## src/rtl/core/rotor_cipher_letter_engine_defines.svh

```systemverilog
// Assertion macros used by the rotor cipher letter engine sequencer.
`ifndef ROTOR_CIPHER_LETTER_ENGINE_DEFINES_SVH
`define ROTOR_CIPHER_LETTER_ENGINE_DEFINES_SVH

// Check that holds outside reset.
`define RCE_ASSERT_RST(label, prop) \
    label: assert property (@(posedge aclk) disable iff (!aresetn) prop) \
        else $error("rotor cipher engine check failed");

// Check that holds at every edge, reset included.
`define RCE_ASSERT_ANY(label, prop) \
    label: assert property (@(posedge aclk) prop) \
        else $error("rotor cipher engine reset check failed");

`endif

```

## src/rtl/core/rce_pkg.sv

```systemverilog
// Types, constants and letter arithmetic of the rotor cipher letter engine.
package rce_pkg;

    localparam int AlphabetSize = 26;
    localparam int LetterW      = 5;
    localparam int PlugPairs    = 10;
    localparam int PlugW        = PlugPairs * LetterW;
    localparam int NumRotors    = 3;
    localparam int NumTables    = 4;
    localparam int MemDepth     = NumTables * AlphabetSize;
    localparam int MemAddrW     = $clog2(MemDepth);
    localparam int StageW       = 3;
    localparam int CfgIdxW      = 3;
    localparam int CfgDataW     = PlugW;
    localparam int OpW          = 2;
    localparam int TblW         = 2;

    typedef logic [LetterW-1:0] letter_t;

    typedef enum logic [OpW-1:0] {
        OP_CIPHER  = 2'd0,
        OP_LOAD    = 2'd1,
        OP_RESTART = 2'd2
    } op_t;

    typedef enum logic [TblW-1:0] {
        TBL_RIGHT     = 2'd0,
        TBL_MIDDLE    = 2'd1,
        TBL_LEFT      = 2'd2,
        TBL_REFLECTOR = 2'd3
    } tbl_t;

    typedef enum logic [CfgIdxW-1:0] {
        CFG_START_RIGHT   = 3'd0,
        CFG_START_MIDDLE  = 3'd1,
        CFG_START_LEFT    = 3'd2,
        CFG_NOTCH_RIGHT   = 3'd3,
        CFG_NOTCH_MIDDLE  = 3'd4,
        CFG_NOTCH_LEFT    = 3'd5,
        CFG_PLUG_FIRST    = 3'd6,
        CFG_PLUG_SECOND   = 3'd7
    } cfg_idx_t;

    typedef enum logic [2:0] {
        ST_IDLE,
        ST_ARG,
        ST_FWAIT,
        ST_SCAN,
        ST_DONE
    } seq_state_t;

    typedef struct packed {
        logic [OpW-1:0]  op;
        letter_t         letter;
        logic [TblW-1:0] table_sel;
        letter_t         entry_index;
        letter_t         entry_value;
    } in_item_t;

    typedef struct packed {
        letter_t cipher_letter;
        logic    wiring_fault;
    } out_item_t;

    typedef struct packed {
        letter_t [NumRotors-1:0] start_pos;
        letter_t [NumRotors-1:0] notch_phase;
        logic [PlugW-1:0]        plug_first;
        logic [PlugW-1:0]        plug_second;
    } cfg_t;

    typedef struct packed {
        logic                wr_en;
        logic [MemAddrW-1:0] wr_addr;
        letter_t             wr_data;
        logic                rd_en;
        logic [MemAddrW-1:0] rd_addr;
    } mem_req_t;

    // Reduce a raw five-bit value into the alphabet (value stays below twice the size).
    function automatic letter_t mod_letter(input letter_t x);
        letter_t r;
        r = (32'(x) >= AlphabetSize) ? letter_t'(32'(x) - AlphabetSize) : x;
        return r;
    endfunction

    function automatic letter_t wrap_add(input letter_t a, input letter_t b);
        logic [LetterW:0] s;
        s = {1'b0, mod_letter(a)} + {1'b0, mod_letter(b)};
        if (32'(s) >= AlphabetSize) begin
            s = s - (LetterW+1)'(AlphabetSize);
        end
        return s[LetterW-1:0];
    endfunction

    function automatic letter_t wrap_sub(input letter_t a, input letter_t b);
        logic [LetterW:0] s;
        s = {1'b0, mod_letter(a)} + (LetterW+1)'(AlphabetSize) - {1'b0, mod_letter(b)};
        if (32'(s) >= AlphabetSize) begin
            s = s - (LetterW+1)'(AlphabetSize);
        end
        return s[LetterW-1:0];
    endfunction

    // Pair swap on raw values: scan pairs in order, last match wins.
    function automatic letter_t plug_swap(input letter_t x, input logic [PlugW-1:0] first,
                                          input logic [PlugW-1:0] second);
        letter_t r;
        letter_t a;
        letter_t b;
        r = x;
        for (int i = 0; i < PlugPairs; i++) begin
            a = first[i*LetterW +: LetterW];
            b = second[i*LetterW +: LetterW];
            if (a == x) r = b;
            if (b == x) r = a;
        end
        return r;
    endfunction

    function automatic logic [MemAddrW-1:0] table_addr(input logic [TblW-1:0] tbl,
                                                        input letter_t idx);
        return MemAddrW'(tbl) * MemAddrW'(AlphabetSize) + MemAddrW'(idx);
    endfunction

endpackage

```

## src/rtl/core/rotor_cipher_letter_engine.sv

```systemverilog
// Top level of the rotor cipher letter engine.
//
// Usage: items enter on the s_ channel (valid/ready), one result per item
// leaves on the m_ channel (valid/ready). The op field selects the work:
// encipher a letter, load one wiring entry, or restart the rotor positions.
// Configuration registers (start positions, notch phases, plugboard pairs)
// are written through cfg_wr_en / cfg_index / cfg_wdata while the engine
// is idle; a write takes effect at the edge it is presented, no wait.
// The engine works on one item at a time. Load, restart and unused ops
// pass through the done state to the output register. A letter takes
// four forward lookups and three reverse searches, each search reading
// one wiring entry per cycle from the table memory's single read port;
// the length of the searches sets the time that a letter takes.
// Reset (aresetn low, synchronous) clears rotor positions, notch counters,
// configuration and the output valid flag; wiring tables stay undefined
// until loaded. When the receiver stalls, the result holds in the output
// register while the engine finishes its next item, then waits.
module rotor_cipher_letter_engine (
    input  logic                            aclk,
    input  logic                            aresetn,
    input  logic                            s_valid,
    output logic                            s_ready,
    input  rce_pkg::in_item_t               s_data,
    output logic                            m_valid,
    input  logic                            m_ready,
    output rce_pkg::out_item_t              m_data,
    input  logic                            cfg_wr_en,
    input  logic [rce_pkg::CfgIdxW-1:0]     cfg_index,
    input  logic [rce_pkg::CfgDataW-1:0]    cfg_wdata
);

    rce_pkg::cfg_t      cfg_reg;
    rce_pkg::mem_req_t  mem_req;
    rce_pkg::letter_t   mem_rdata;
    logic               res_valid;
    logic               res_ready;
    rce_pkg::out_item_t res;
    logic               m_valid_reg;
    rce_pkg::out_item_t m_data_reg;

    // Configuration registers: plain writes, no read-back.
    always_ff @(posedge aclk) begin
        if (!aresetn) begin
            cfg_reg <= '0;
        end else if (cfg_wr_en) begin
            unique case (rce_pkg::cfg_idx_t'(cfg_index))
                rce_pkg::CFG_START_RIGHT:  cfg_reg.start_pos[0]   <= cfg_wdata[4:0];
                rce_pkg::CFG_START_MIDDLE: cfg_reg.start_pos[1]   <= cfg_wdata[4:0];
                rce_pkg::CFG_START_LEFT:   cfg_reg.start_pos[2]   <= cfg_wdata[4:0];
                rce_pkg::CFG_NOTCH_RIGHT:  cfg_reg.notch_phase[0] <= cfg_wdata[4:0];
                rce_pkg::CFG_NOTCH_MIDDLE: cfg_reg.notch_phase[1] <= cfg_wdata[4:0];
                rce_pkg::CFG_NOTCH_LEFT:   cfg_reg.notch_phase[2] <= cfg_wdata[4:0];
                rce_pkg::CFG_PLUG_FIRST:   cfg_reg.plug_first     <= cfg_wdata;
                rce_pkg::CFG_PLUG_SECOND:  cfg_reg.plug_second    <= cfg_wdata;
                default: begin
                end
            endcase
        end
    end

    // Sequencer: steps the rotors and walks the tables. Loads and reads
    // never overlap on one entry, since one item is in flight at a time.
    rce_sequencer u_seq (
        .aclk       (aclk),
        .aresetn    (aresetn),
        .item_valid (s_valid),
        .item_ready (s_ready),
        .item       (s_data),
        .cfg        (cfg_reg),
        .mem_req    (mem_req),
        .mem_rdata  (mem_rdata),
        .res_valid  (res_valid),
        .res_ready  (res_ready),
        .res        (res)
    );

    rce_wiring_mem u_mem (
        .aclk  (aclk),
        .req   (mem_req),
        .rdata (mem_rdata)
    );

    // Output register: take a result whenever the slot is free or draining.
    assign res_ready = !m_valid_reg || m_ready;

    always_ff @(posedge aclk) begin
        if (!aresetn) begin
            m_valid_reg <= 1'b0;
        end else if (res_valid && res_ready) begin
            m_valid_reg <= 1'b1;
        end else if (m_ready) begin
            m_valid_reg <= 1'b0;
        end
    end

    always_ff @(posedge aclk) begin
        if (res_valid && res_ready) begin
            m_data_reg <= res;
        end
    end

    assign m_valid = m_valid_reg;
    assign m_data  = m_data_reg;

endmodule

```

## src/rtl/core/rce_wiring_mem.sv

```systemverilog
// Wiring table memory: one write port, one registered read port.
module rce_wiring_mem (
    input  logic               aclk,
    input  rce_pkg::mem_req_t  req,
    output rce_pkg::letter_t   rdata
);

    rce_pkg::letter_t mem [rce_pkg::MemDepth];
    rce_pkg::letter_t rdata_reg;

    always_ff @(posedge aclk) begin
        if (req.wr_en) begin
            mem[req.wr_addr] <= req.wr_data;
        end
        if (req.rd_en) begin
            rdata_reg <= mem[req.rd_addr];
        end
    end

    assign rdata = rdata_reg;

endmodule

```

## src/rtl/core/rce_sequencer.sv

```systemverilog
// Letter sequencer: rotor stepping, table walk and reverse searches.
`include "rotor_cipher_letter_engine_defines.svh"

module rce_sequencer (
    input  logic                aclk,
    input  logic                aresetn,
    input  logic                item_valid,
    output logic                item_ready,
    input  rce_pkg::in_item_t   item,
    input  rce_pkg::cfg_t       cfg,
    output rce_pkg::mem_req_t   mem_req,
    input  rce_pkg::letter_t    mem_rdata,
    output logic                res_valid,
    input  logic                res_ready,
    output rce_pkg::out_item_t  res
);

    rce_pkg::seq_state_t state_reg, state_next;
    logic [rce_pkg::StageW-1:0] stage_reg, stage_next;
    rce_pkg::letter_t x_reg, x_next;
    rce_pkg::letter_t key_reg, key_next;
    rce_pkg::letter_t scan_idx_reg, scan_idx_next;
    logic pend_reg, pend_next;
    rce_pkg::letter_t pend_idx_reg, pend_idx_next;
    logic fault_reg, fault_next;
    rce_pkg::out_item_t res_reg, res_next;
    rce_pkg::letter_t [rce_pkg::NumRotors-1:0] pos_reg, pos_next;
    rce_pkg::letter_t [rce_pkg::NumRotors-1:0] steps_reg, steps_next;
    rce_pkg::letter_t [rce_pkg::NumRotors-1:0] notch_reg, notch_next;

    rce_pkg::letter_t prev_pos, next_pos, arg;
    logic [rce_pkg::TblW-1:0] tbl;

    always_ff @(posedge aclk) begin
        if (!aresetn) begin
            state_reg <= rce_pkg::ST_IDLE;
            steps_reg <= '0;
            notch_reg <= '0;
        end else begin
            state_reg <= state_next;
            steps_reg <= steps_next;
            notch_reg <= notch_next;
        end
    end

    always_ff @(posedge aclk) begin
        stage_reg    <= stage_next;
        x_reg        <= x_next;
        key_reg      <= key_next;
        scan_idx_reg <= scan_idx_next;
        pend_reg     <= pend_next;
        pend_idx_reg <= pend_idx_next;
        fault_reg    <= fault_next;
        res_reg      <= res_next;
        pos_reg      <= pos_next;
    end

    // Per stage: leave the previous rotor frame, enter the next, pick the table.
    always_comb begin
        prev_pos = '0;
        next_pos = '0;
        tbl      = rce_pkg::TBL_RIGHT;
        case (stage_reg)
            3'd0: begin next_pos = pos_reg[0]; tbl = rce_pkg::TBL_RIGHT; end
            3'd1: begin
                prev_pos = pos_reg[0]; next_pos = pos_reg[1]; tbl = rce_pkg::TBL_MIDDLE;
            end
            3'd2: begin
                prev_pos = pos_reg[1]; next_pos = pos_reg[2]; tbl = rce_pkg::TBL_LEFT;
            end
            3'd3: begin prev_pos = pos_reg[2]; tbl = rce_pkg::TBL_REFLECTOR; end
            3'd4: begin next_pos = pos_reg[2]; tbl = rce_pkg::TBL_LEFT; end
            3'd5: begin
                prev_pos = pos_reg[2]; next_pos = pos_reg[1]; tbl = rce_pkg::TBL_MIDDLE;
            end
            3'd6: begin
                prev_pos = pos_reg[1]; next_pos = pos_reg[0]; tbl = rce_pkg::TBL_RIGHT;
            end
            default: begin prev_pos = pos_reg[0]; end
        endcase
        arg = rce_pkg::wrap_add(rce_pkg::wrap_sub(x_reg, prev_pos), next_pos);
    end

    always_comb begin
        state_next    = state_reg;
        stage_next    = stage_reg;
        x_next        = x_reg;
        key_next      = key_reg;
        scan_idx_next = scan_idx_reg;
        pend_next     = pend_reg;
        pend_idx_next = pend_idx_reg;
        fault_next    = fault_reg;
        res_next      = res_reg;
        pos_next      = pos_reg;
        steps_next    = steps_reg;
        notch_next    = notch_reg;
        mem_req       = '0;
        item_ready    = 1'b0;
        res_valid     = 1'b0;

        unique case (state_reg)
            rce_pkg::ST_IDLE: begin
                item_ready = 1'b1;
                if (item_valid) begin
                    res_next  = '0;
                    state_next = rce_pkg::ST_DONE;
                    case (item.op)
                        rce_pkg::OP_CIPHER: begin
                            if (notch_reg[1] == '0) begin
                                notch_next[2] = rce_pkg::wrap_add(notch_reg[2], 5'd1);
                                steps_next[2] = rce_pkg::wrap_add(steps_reg[2], 5'd1);
                                notch_next[1] = rce_pkg::wrap_add(notch_reg[1], 5'd1);
                                steps_next[1] = rce_pkg::wrap_add(steps_reg[1], 5'd1);
                            end else if (notch_reg[0] == '0) begin
                                notch_next[1] = rce_pkg::wrap_add(notch_reg[1], 5'd1);
                                steps_next[1] = rce_pkg::wrap_add(steps_reg[1], 5'd1);
                            end
                            notch_next[0] = rce_pkg::wrap_add(notch_reg[0], 5'd1);
                            steps_next[0] = rce_pkg::wrap_add(steps_reg[0], 5'd1);
                            for (int k = 0; k < rce_pkg::NumRotors; k++) begin
                                pos_next[k] = rce_pkg::wrap_add(cfg.start_pos[k], steps_next[k]);
                            end
                            x_next     = rce_pkg::plug_swap(item.letter, cfg.plug_first,
                                                            cfg.plug_second);
                            stage_next = '0;
                            fault_next = 1'b0;
                            state_next = rce_pkg::ST_ARG;
                        end
                        rce_pkg::OP_LOAD: begin
                            if (32'(item.entry_index) < rce_pkg::AlphabetSize) begin
                                mem_req.wr_en   = 1'b1;
                                mem_req.wr_addr = rce_pkg::table_addr(item.table_sel,
                                                                      item.entry_index);
                                mem_req.wr_data = item.entry_value;
                            end
                        end
                        rce_pkg::OP_RESTART: begin
                            for (int k = 0; k < rce_pkg::NumRotors; k++) begin
                                steps_next[k] = '0;
                                notch_next[k] = rce_pkg::mod_letter(cfg.notch_phase[k]);
                            end
                        end
                        default: begin
                        end
                    endcase
                end
            end
            rce_pkg::ST_ARG: begin
                if (stage_reg < 3'd4) begin
                    mem_req.rd_en   = 1'b1;
                    mem_req.rd_addr = rce_pkg::table_addr(tbl, arg);
                    state_next      = rce_pkg::ST_FWAIT;
                end else if (stage_reg != 3'd7) begin
                    key_next      = arg;
                    scan_idx_next = '0;
                    pend_next     = 1'b0;
                    state_next    = rce_pkg::ST_SCAN;
                end else begin
                    res_next.cipher_letter = rce_pkg::plug_swap(arg, cfg.plug_first,
                                                                cfg.plug_second);
                    res_next.wiring_fault  = fault_reg;
                    state_next             = rce_pkg::ST_DONE;
                end
            end
            rce_pkg::ST_FWAIT: begin
                x_next     = mem_rdata;
                stage_next = stage_reg + 3'd1;
                state_next = rce_pkg::ST_ARG;
            end
            rce_pkg::ST_SCAN: begin
                // Compare the entry read last cycle while fetching the next one.
                if (pend_reg && mem_rdata == key_reg) begin
                    x_next     = pend_idx_reg;
                    stage_next = stage_reg + 3'd1;
                    state_next = rce_pkg::ST_ARG;
                end else if (pend_reg && 32'(pend_idx_reg) == rce_pkg::AlphabetSize - 1) begin
                    x_next     = '0;
                    fault_next = 1'b1;
                    stage_next = stage_reg + 3'd1;
                    state_next = rce_pkg::ST_ARG;
                end else begin
                    mem_req.rd_en   = 1'b1;
                    mem_req.rd_addr = rce_pkg::table_addr(tbl, scan_idx_reg);
                    pend_next       = 1'b1;
                    pend_idx_next   = scan_idx_reg;
                    scan_idx_next   = scan_idx_reg + 5'd1;
                end
            end
            rce_pkg::ST_DONE: begin
                res_valid = 1'b1;
                if (res_ready) begin
                    state_next = rce_pkg::ST_IDLE;
                end
            end
            default: begin
                state_next = rce_pkg::ST_IDLE;
            end
        endcase
    end

    assign res = res_reg;

    `RCE_ASSERT_ANY(a_reset_to_idle, !aresetn |=> (state_reg == rce_pkg::ST_IDLE))
    `RCE_ASSERT_RST(a_fwait_after_read, (state_reg == rce_pkg::ST_FWAIT) |-> $past(mem_req.rd_en))
    `RCE_ASSERT_RST(a_scan_in_range, (state_reg == rce_pkg::ST_SCAN && pend_reg) |-> (32'(pend_idx_reg) < rce_pkg::AlphabetSize))
    `RCE_ASSERT_RST(a_write_on_accept, mem_req.wr_en |-> (state_reg == rce_pkg::ST_IDLE && item_valid))

endmodule

```

## config.mk

```make
export PLATFORM = sky130hd
export DESIGN_NAME = rotor_cipher_letter_engine
export DESIGN_NICKNAME = d
export VERILOG_FILES = /design/src/rtl/core/rce_pkg.sv /design/src/rtl/core/rotor_cipher_letter_engine.sv /design/src/rtl/core/rce_wiring_mem.sv /design/src/rtl/core/rce_sequencer.sv
export VERILOG_INCLUDE_DIRS = /design/src /design/src/rtl/core
export SDC_FILE = /design/constraint.sdc
export NUM_CORES = 2
export LEC_CHECK = 0
export ABC_AREA = 1
export ABC_CLOCK_PERIOD_IN_PS = 10230
export BUFFER_PORTS_ARGS = -buffer_cell sky130_fd_sc_hd__buf_4
export CAP_MARGIN = 20
export CELL_PAD_IN_SITES_DETAIL_PLACEMENT = 0
export CELL_PAD_IN_SITES_GLOBAL_PLACEMENT = 1
export CORE_MARGIN = 3
export CORE_UTILIZATION = 30
export DETAILED_ROUTE_END_ITERATION = 7
export PLACE_DENSITY = 0.52
export SYNTH_ARGS = -nofsm -noshare
export SYNTH_HDL_FRONTEND = slang
export SYNTH_SLANG_ARGS = --single-unit
```

## constraint.sdc

```tcl
create_clock -name aclk -period 10.23 [get_ports aclk]
set_input_delay 1.5345 -clock aclk [delete_from_list [all_inputs] [get_ports aclk]]
set_output_delay 1.5345 -clock aclk [all_outputs]
set_load 0.03 [all_outputs]
```

[Yosys cells after proc, flatten, opt, wreduce, memory -nomap -nowiden]
Memory sizes are Yosys's and may differ from the RTL's. A register that Yosys moved wholly into a read port is not among the register bits.
Cells that the tools add are included.
Storage, ports and cells
  output and inout bits: 8
  memories: 1
  register bits after elaboration: 216
  word-level logic and storage cells: 372
  bits in writable memories: 520
  input port bits: 77
Memory list
  u_mem.mem: words 104, bits a word 5, rd ports 1, clocked after Yosys merged registers in 1, wr ports 1, line rce_wiring_mem.sv:8  | rce_pkg::letter_t mem [rce_pkg::MemDepth];
Cells by class
  add/subtract/negate cells: 47
  bitwise logic cells: 3
  multiplexer cells: 141
  reduce and logical (&&, ||, !) cells: 42
  $mul: 2
  order comparisons: 32
  equality and inequality tests: 74
Operator list (number)
  5-bit two-way mux: 93
  5-bit == test: 41
  5-bit subtractor, second input constant: 30
  5-bit >= comparator, second input constant: 19
  6-bit by 5-bit >= comparator with 1-bit output, second input constant: 11
  15-bit case mux with 2 select lines: 2
  13-bit two-way mux: 4
  5-bit case mux with 3 select lines: 3
  5-bit by 1-bit adder with 6-bit output, second input constant: 6
  3-bit two-way mux: 11
  5-bit by 5-bit adder with 6-bit output: 4
  3-bit == test, second input constant: 8
  8-bit two-way mux: 3
  7-bit by 5-bit adder with 7-bit output: 3
  3-bit by 2-bit == test with 1-bit output, second input constant: 6
  6-bit two-way mux: 3
  8-bit case mux with 2 select lines: 1
  2-bit AND reduction: 8
  4-bit AND reduction: 4
  3-bit case mux with 5 select lines: 1
  3-bit AND reduction: 5
  1-bit two-way mux: 14
  2-bit inequality test, second input constant: 7
  2-bit by 4-bit multiplier with 6-bit output, second input constant: 2
  other kinds (29): 52

[Longest topological paths before layout]
  word-level depth: 37
  mapped depth: 63
  gate-level depth less buffers: 63

[Hierarchy]
From an unflattened synthesis, not the netlist that was laid out.
Second synthesis, totals
  cell total of the unflattened synthesis: 4617
  area, all modules: 39306.4 um^2
Modules (own cells, without submodules)
  rce_wiring_mem: seq. area each 15765.1 um^2, cells an instance 1864, area each 21653.3 um^2, instances 1
  rce_sequencer: seq. area each 1941.9 um^2, cells an instance 1974, area each 12301.8 um^2, instances 1
  rotor_cipher_letter_engine: seq. area each 2802.7 um^2, cells an instance 779, area each 5351.4 um^2, instances 1

[Worst setup path after synthesis]
Ideal clock, no wire load.
  kind: register to register
  start: register u_seq.stage_reg[0] (netlist bit)
  end: register u_mem.rdata_reg[2] (netlist: u_mem.rdata[2]) (read register of u_mem.mem), data pin
  stages on the path, launching flop included: 49
  library setup time: 0.288 ns
  required time: 9.942 ns
  slack: 1.570 ns
  path buffers: 4
  arrival: 8.372 ns
  cell sequence: edfxtp_1 -> ha_1 -> nand2_1 -> o21ai_0 -> nor3_1 -> nand2_1 -> inv_1 -> or2_2 -> inv_1 -> ha_1 -> a21oi_1 -> o21ai_0 -> xor2_1 -> ha_1 -> inv_1 -> ha_1 -> fa_1 -> nand3_1 -> [13 not listed] -> nand3_4 -> nand2_4 -> nand2_1 -> nand2_1 -> buf_2 -> ha_1 -> fa_1 -> inv_1 -> o22ai_1 -> clkbuf_1 -> inv_1 -> clkbuf_1 -> clkbuf_1 -> nor2_1 -> o22ai_1 -> o211a_1 -> a311oi_1 -> a31oi_1
Between the ends
  word-level cells in the longest chain between the ends: 16
RTL lines
  from (decl): line rce_sequencer.sv:19  | logic [rce_pkg::StageW-1:0] stage_reg, stage_next;
  from (signal assigned): line rce_sequencer.sv:47  | stage_reg <= stage_next;
  3-bit == test (tied with other cells): line rce_sequencer.sv:63  | case (stage_reg)
  2-bit OR reduction (no line)
  5-bit case mux with 3 select lines: line rce_sequencer.sv:63
  5-bit subtractor / 5-bit >= comparator (equally long branches): line rce_pkg.sv:83  | r = (32'(x) >= AlphabetSize) ? letter_t'(32'(x) - AlphabetSize) : x;
  5-bit two-way mux: line rce_pkg.sv:83
  6-bit by 5-bit subtractor with 6-bit output: line rce_pkg.sv:98  | s = {1'b0, mod_letter(a)} + (LetterW+1)'(AlphabetSize) - {1'b0, mod_letter(b)};
  5-bit subtractor / 6-bit by 5-bit >= comparator with 1-bit output (equally long branches): line rce_pkg.sv:100, rce_pkg.sv:99
  5-bit two-way mux: line rce_pkg.sv:99  | if (32'(s) >= AlphabetSize) begin
  5-bit subtractor / 5-bit >= comparator (equally long branches): line rce_pkg.sv:83
  5-bit two-way mux: line rce_pkg.sv:83
  5-bit by 5-bit adder with 6-bit output *: line rce_pkg.sv:89  | s = {1'b0, mod_letter(a)} + {1'b0, mod_letter(b)};
  5-bit subtractor / 6-bit by 5-bit >= comparator with 1-bit output (equally long branches): line rce_pkg.sv:91, rce_pkg.sv:90
  5-bit two-way mux *: line rce_pkg.sv:90  | if (32'(s) >= AlphabetSize) begin
  via u_seq.arg[1]: line rce_sequencer.sv:31  | rce_pkg::letter_t prev_pos, next_pos, arg;
  7-bit by 5-bit adder with 7-bit output *: line rce_pkg.sv:123  | return MemAddrW'(tbl) * MemAddrW'(AlphabetSize) + MemAddrW'(idx);
  8-bit two-way mux *: line rce_sequencer.sv:149  | if (stage_reg < 3'd4) begin
  8-bit case mux with 2 select lines *: line rce_sequencer.sv:101  | unique case (state_reg)
  to (decl): line rce_wiring_mem.sv:9  | rce_pkg::letter_t rdata_reg;
The timed path passes the listed nets; every way through them passes the cells marked *.
A chain may end at the register's enable or synchronous reset.

[Worst setup path after layout]
  start: register u_seq.stage_reg[1] (netlist bit)
  end: register u_mem.rdata_reg[0] (netlist: u_mem.rdata[0]) (read register of u_mem.mem), data pin
Between the ends
  word-level cells in the longest chain between the ends: 16
RTL lines (line)
  3-bit == test (tied with other cells): rce_sequencer.sv:63
  2-bit OR reduction (no line)
  5-bit case mux with 3 select lines: rce_sequencer.sv:63
  5-bit subtractor / 5-bit >= comparator (equally long branches): rce_pkg.sv:83
  5-bit two-way mux: rce_pkg.sv:83
  6-bit by 5-bit subtractor with 6-bit output: rce_pkg.sv:98
  5-bit subtractor / 6-bit by 5-bit >= comparator with 1-bit output (equally long branches): rce_pkg.sv:100, rce_pkg.sv:99
  5-bit two-way mux: rce_pkg.sv:99
  5-bit subtractor / 5-bit >= comparator (equally long branches): rce_pkg.sv:83
  5-bit two-way mux: rce_pkg.sv:83
  5-bit by 5-bit adder with 6-bit output: rce_pkg.sv:89
  5-bit subtractor / 6-bit by 5-bit >= comparator with 1-bit output (equally long branches): rce_pkg.sv:91, rce_pkg.sv:90
  5-bit two-way mux: rce_pkg.sv:90
  7-bit by 5-bit adder with 7-bit output: rce_pkg.sv:123
  8-bit two-way mux: rce_sequencer.sv:149
  8-bit case mux with 2 select lines *: rce_sequencer.sv:101
Every way passes the cells marked *; elsewhere a longest branch is shown, timed or not.

==> reports/qor.csv <==
stage;metric;value;unit
status;outcome;finished, final reports clean;
worst_setup_path;critPathSlowestCell;buf_4;
logic_synthesis;ys_top_cells_by_area;edfxtp_1 46%, dfxtp_1 8.2%, o21ai_0 7.4%;
routing;drt_first_iter_violations;2296;
worst_setup_path;cp_num_buf_inv;7;
layout;antenna_cells;0;
worst_setup_path;required;10.77;ns
sta;max_freq;107;MHz
worst_setup_path;rrSetupSlack;0.88;ns
sta;worst_pin_slew;1.05;ns
sta;period_share;91.4;%
clock_network;clockRootBuffer;clkbuf_16;
floorplan;rows;128;
logic_synthesis;synth_top_cell_by_area;edfxtp_1;
worst_setup_path;rr_endpoint;u_mem.rdata[0]$_DFFE_PP_;
grt;grt_pass1_wl;184000;um
layout;nFillCells;12700;
logic_synthesis;ys_ff_latch;731;
sta;fin_crit;9.35;ns
clock_network;clock_latency;0.70;ns
logic_synthesis;synth.distinct_cells;63;
grt;grt_usage;18.4;%
flow_run;drv_cap;0;
routing;drt-vias-per-instance;5.02;
worst_setup_path;crit_path_start_kind;register;
sta;hold_viol;0;
logic_synthesis;synth_common_cells;656 x nor2_1, 577 x edfxtp_1, 551 x o21ai_0, 470 x nand2_1, 369 x inv_1;
worst_setup_path;critPathCaptureType;register;
place;place_congestion;0.825;
grt;grt_max_degree;131;
logic_synthesis;synth_most_common_cell;nor2_1;
worst_setup_path;crit_family;adder cells;
layout;syn_to_final_growth;14.2;%
sta;finalSetupViolations;0;
logic_synthesis;netlist_instances;4086;
logic_synthesis;syn-num-nets;4264;
logic_synthesis;ys_seq_area_share;54.6;%
layout;final-seq-area;0.0204;mm2
floorplan;dieArea;0.129;mm2
grt;grt.overflow.total;0;
hold_path;worstHoldPathType;register to register;
clock_network;cts.htree.levels;3;
worst_setup_path;slowest_delay;0.65;ns
floorplan;start_util;30.5;%
routing;drc;0;
hold_path;min_from;cfg_reg[100]$_SDFFE_PN0P_;
layout;multi_input_area;0.0149;mm2
logic_synthesis;synth-main-ff-cell;edfxtp_1;
worst_setup_path;path_class;register to register;
sta;slew_headroom;29.8;%
place;dp_hpwl;79900;um
logic_synthesis;yosysWarnings;0;
worst_setup_path;r2r-start;u_seq.stage_reg[1]$_SDFFCE_PP0P_;
floorplan;die_y;359;um
worst_setup_path;worstPathArrival;9.90;ns
routing;postRouteAntennaNets;0;
place;port_buffers;84;
worst_setup_path;r2r_cells;43;
floorplan;io_pins;85;
logic_synthesis;async_reset_ff_share;0;%
grt;grt_pass1_vias;28900;
clock_network;postCtsHoldBufs;0;
clock_network;post_cts_buffers;0;
layout;utilization;34.8;%
worst_setup_path;crit_fanout;64;
clock_network;cts_buffer_depth;3;
routing;wire_per_inst;21.0;um
logic_synthesis;syn_area;0.0374;mm2
logic_synthesis;synth_top_area_share;46.4;%
grt;antenna_found_initial;0;
layout;largest_register_ffs;520;
routing;vias;29200;
routing;first_pass_iters;5;
clock_network;numCtsBuffers;89;
layout;drive_gt1_share;8.15;%
layout;final_net_count;4304;
floorplan;die_x;359;um
logic_synthesis;synth_edf_count;577;
clock_network;clock_sinks;731;
sta;skew;0.0490;ns
clock_network;cts_tree;built;
clock_network;clk_pin_slew;0.06;ns
sta;slew_viol_final;0;
logic_synthesis;syn-mean-instance-area;9.15;um2
hold_path;hold_path_end;cfg_reg[100]$_SDFFE_PN0P_;
hold_path;hold_depth;2;
routing;routed_wl;122000;um
floorplan;coreArea;0.123;mm2
-- through the flow --
| stage | hold WS [ns] | TNS (ns) | worst slack (ns) | cells | area [um2] |
|---|---|---|---|---|---|
| 3_5_place_dp | 0.470 | 0 | 0.336 | 5660 | 39800 |
| 6_report | 0.475 | 0 | 0.877 | 5822 | 42700 |
| 2_1_floorplan | 0.400 | 0 | 1.57 | 4086 | 37400 |
| 4_1_cts | 0.479 | 0 | 0.255 | 5822 | 42600 |
| 5_1_grt | 0.504 | -0.00526 | -0.00359 | 5822 | 42700 |
| 3_3_place_gp | 0.472 | 0 | 0.300 | 5659 | 39800 |
-- worst min-delay path: stages, from the launching register on --
cell	delay (ns)
dfxtp_1	0.31
inv_1	0.06
a21oi_1	0.05
-- cell usage in the layout (no fill, tap or decap), types with 6 or more instances in the layout --
cell type,count
a21oi_1,249
a21oi_2,6
a221oi_1,7
a311oi_1,6
a31oi_1,20
buf_4,127
clkbuf_1,14
clkbuf_16,89
clkbuf_8,6
clkinv_1,20
clkinv_2,25
dfxtp_1,154
edfxtp_1,577
fa_1,8
ha_1,93
inv_1,367
inv_2,6
nand2_1,468
nand2_2,8
nand3_1,178
nand4_1,33
nor2_1,646
nor2_2,7
nor3_1,32
nor3b_1,7
nor4_1,7
o211ai_1,28
o21ai_0,549
o21ai_1,14
o221ai_1,31
o22ai_1,154
or2_2,11
xnor2_1,37
xor2_1,125
-- per-layer routing --
| layer | wire length, um | track usage [%] | vias to the layer above |
|---|---|---|---|
| met5 | 0 | 0 | - |
| met4 | 3000 | 4.95 | 0 |
| met3 | 5550 | 2.85 | 165 |
| met2 | 56800 | 30.4 | 670 |
| met1 | 56800 | 25.1 | 14100 |
| li1 | - | - | 14300 |
-- how the worst max path moves through the flow --
| stage | startpoint | endpoint | slack (ns) | depth (start not counted) |
|---|---|---|---|---|
| floorplan | u_seq.stage_reg[0]$_SDFFCE_PP0P_ | u_mem.rdata[2]$_DFFE_PP_ | 1.57 | 48 |
| global route | u_seq.stage_reg[1]$_SDFFCE_PP0P_ | u_mem.rdata[2]$_DFFE_PP_ | -0.004 | 47 |
| global placement | u_seq.stage_reg[0]$_SDFFCE_PP0P_ | u_seq.res[5]$_SDFFCE_PN0P_ | 0.30 | 57 |
| detailed placement | u_seq.stage_reg[0]$_SDFFCE_PP0P_ | u_mem.rdata[0]$_DFFE_PP_ | 0.34 | 46 |
| finish | u_seq.stage_reg[1]$_SDFFCE_PP0P_ | u_mem.rdata[0]$_DFFE_PP_ | 0.88 | 43 |
| CTS | u_seq.stage_reg[0]$_SDFFCE_PP0P_ | u_seq.res[1]$_SDFFCE_PN0P_ | 0.26 | 57 |
-- cells by family (layout without fill, tap and decap cells) --
logic type	after synthesis	after routing	share of synthesized area, %
and+or+nand+nor	1419	1419	15.6
AOI/OAI and AO/OA	1100	1100	16.4
DFF	731	731	54.6
buffers and inverters	568	679	5.84
xor gates and xnor gates	166	166	3.91
adders and majority gates	101	101	3.54
muxes	1	1	0.0268
-- area by class of cell --
class                           count  share of cell area, %
Timing Repair Buffer              132                   2.40
Clock buffer                      109                   5.54
Clock inverter                     53                   1.01
Inverter                          385                   3.43
Tap cell                         1625                   4.77
Sequential cell                   731                   47.8
Multi-Input combinational cell   2787                   35.0
-- timing repair --
action,in CTS,in global routing
gates resized for setup,0,26
hold endpoints to repair,0,0
endpoints found under the setup margin,0,10
Power is left out: the tool's default activity adds up to more than one toggle a clock period on the data nets, which glitch-free logic cannot reach.
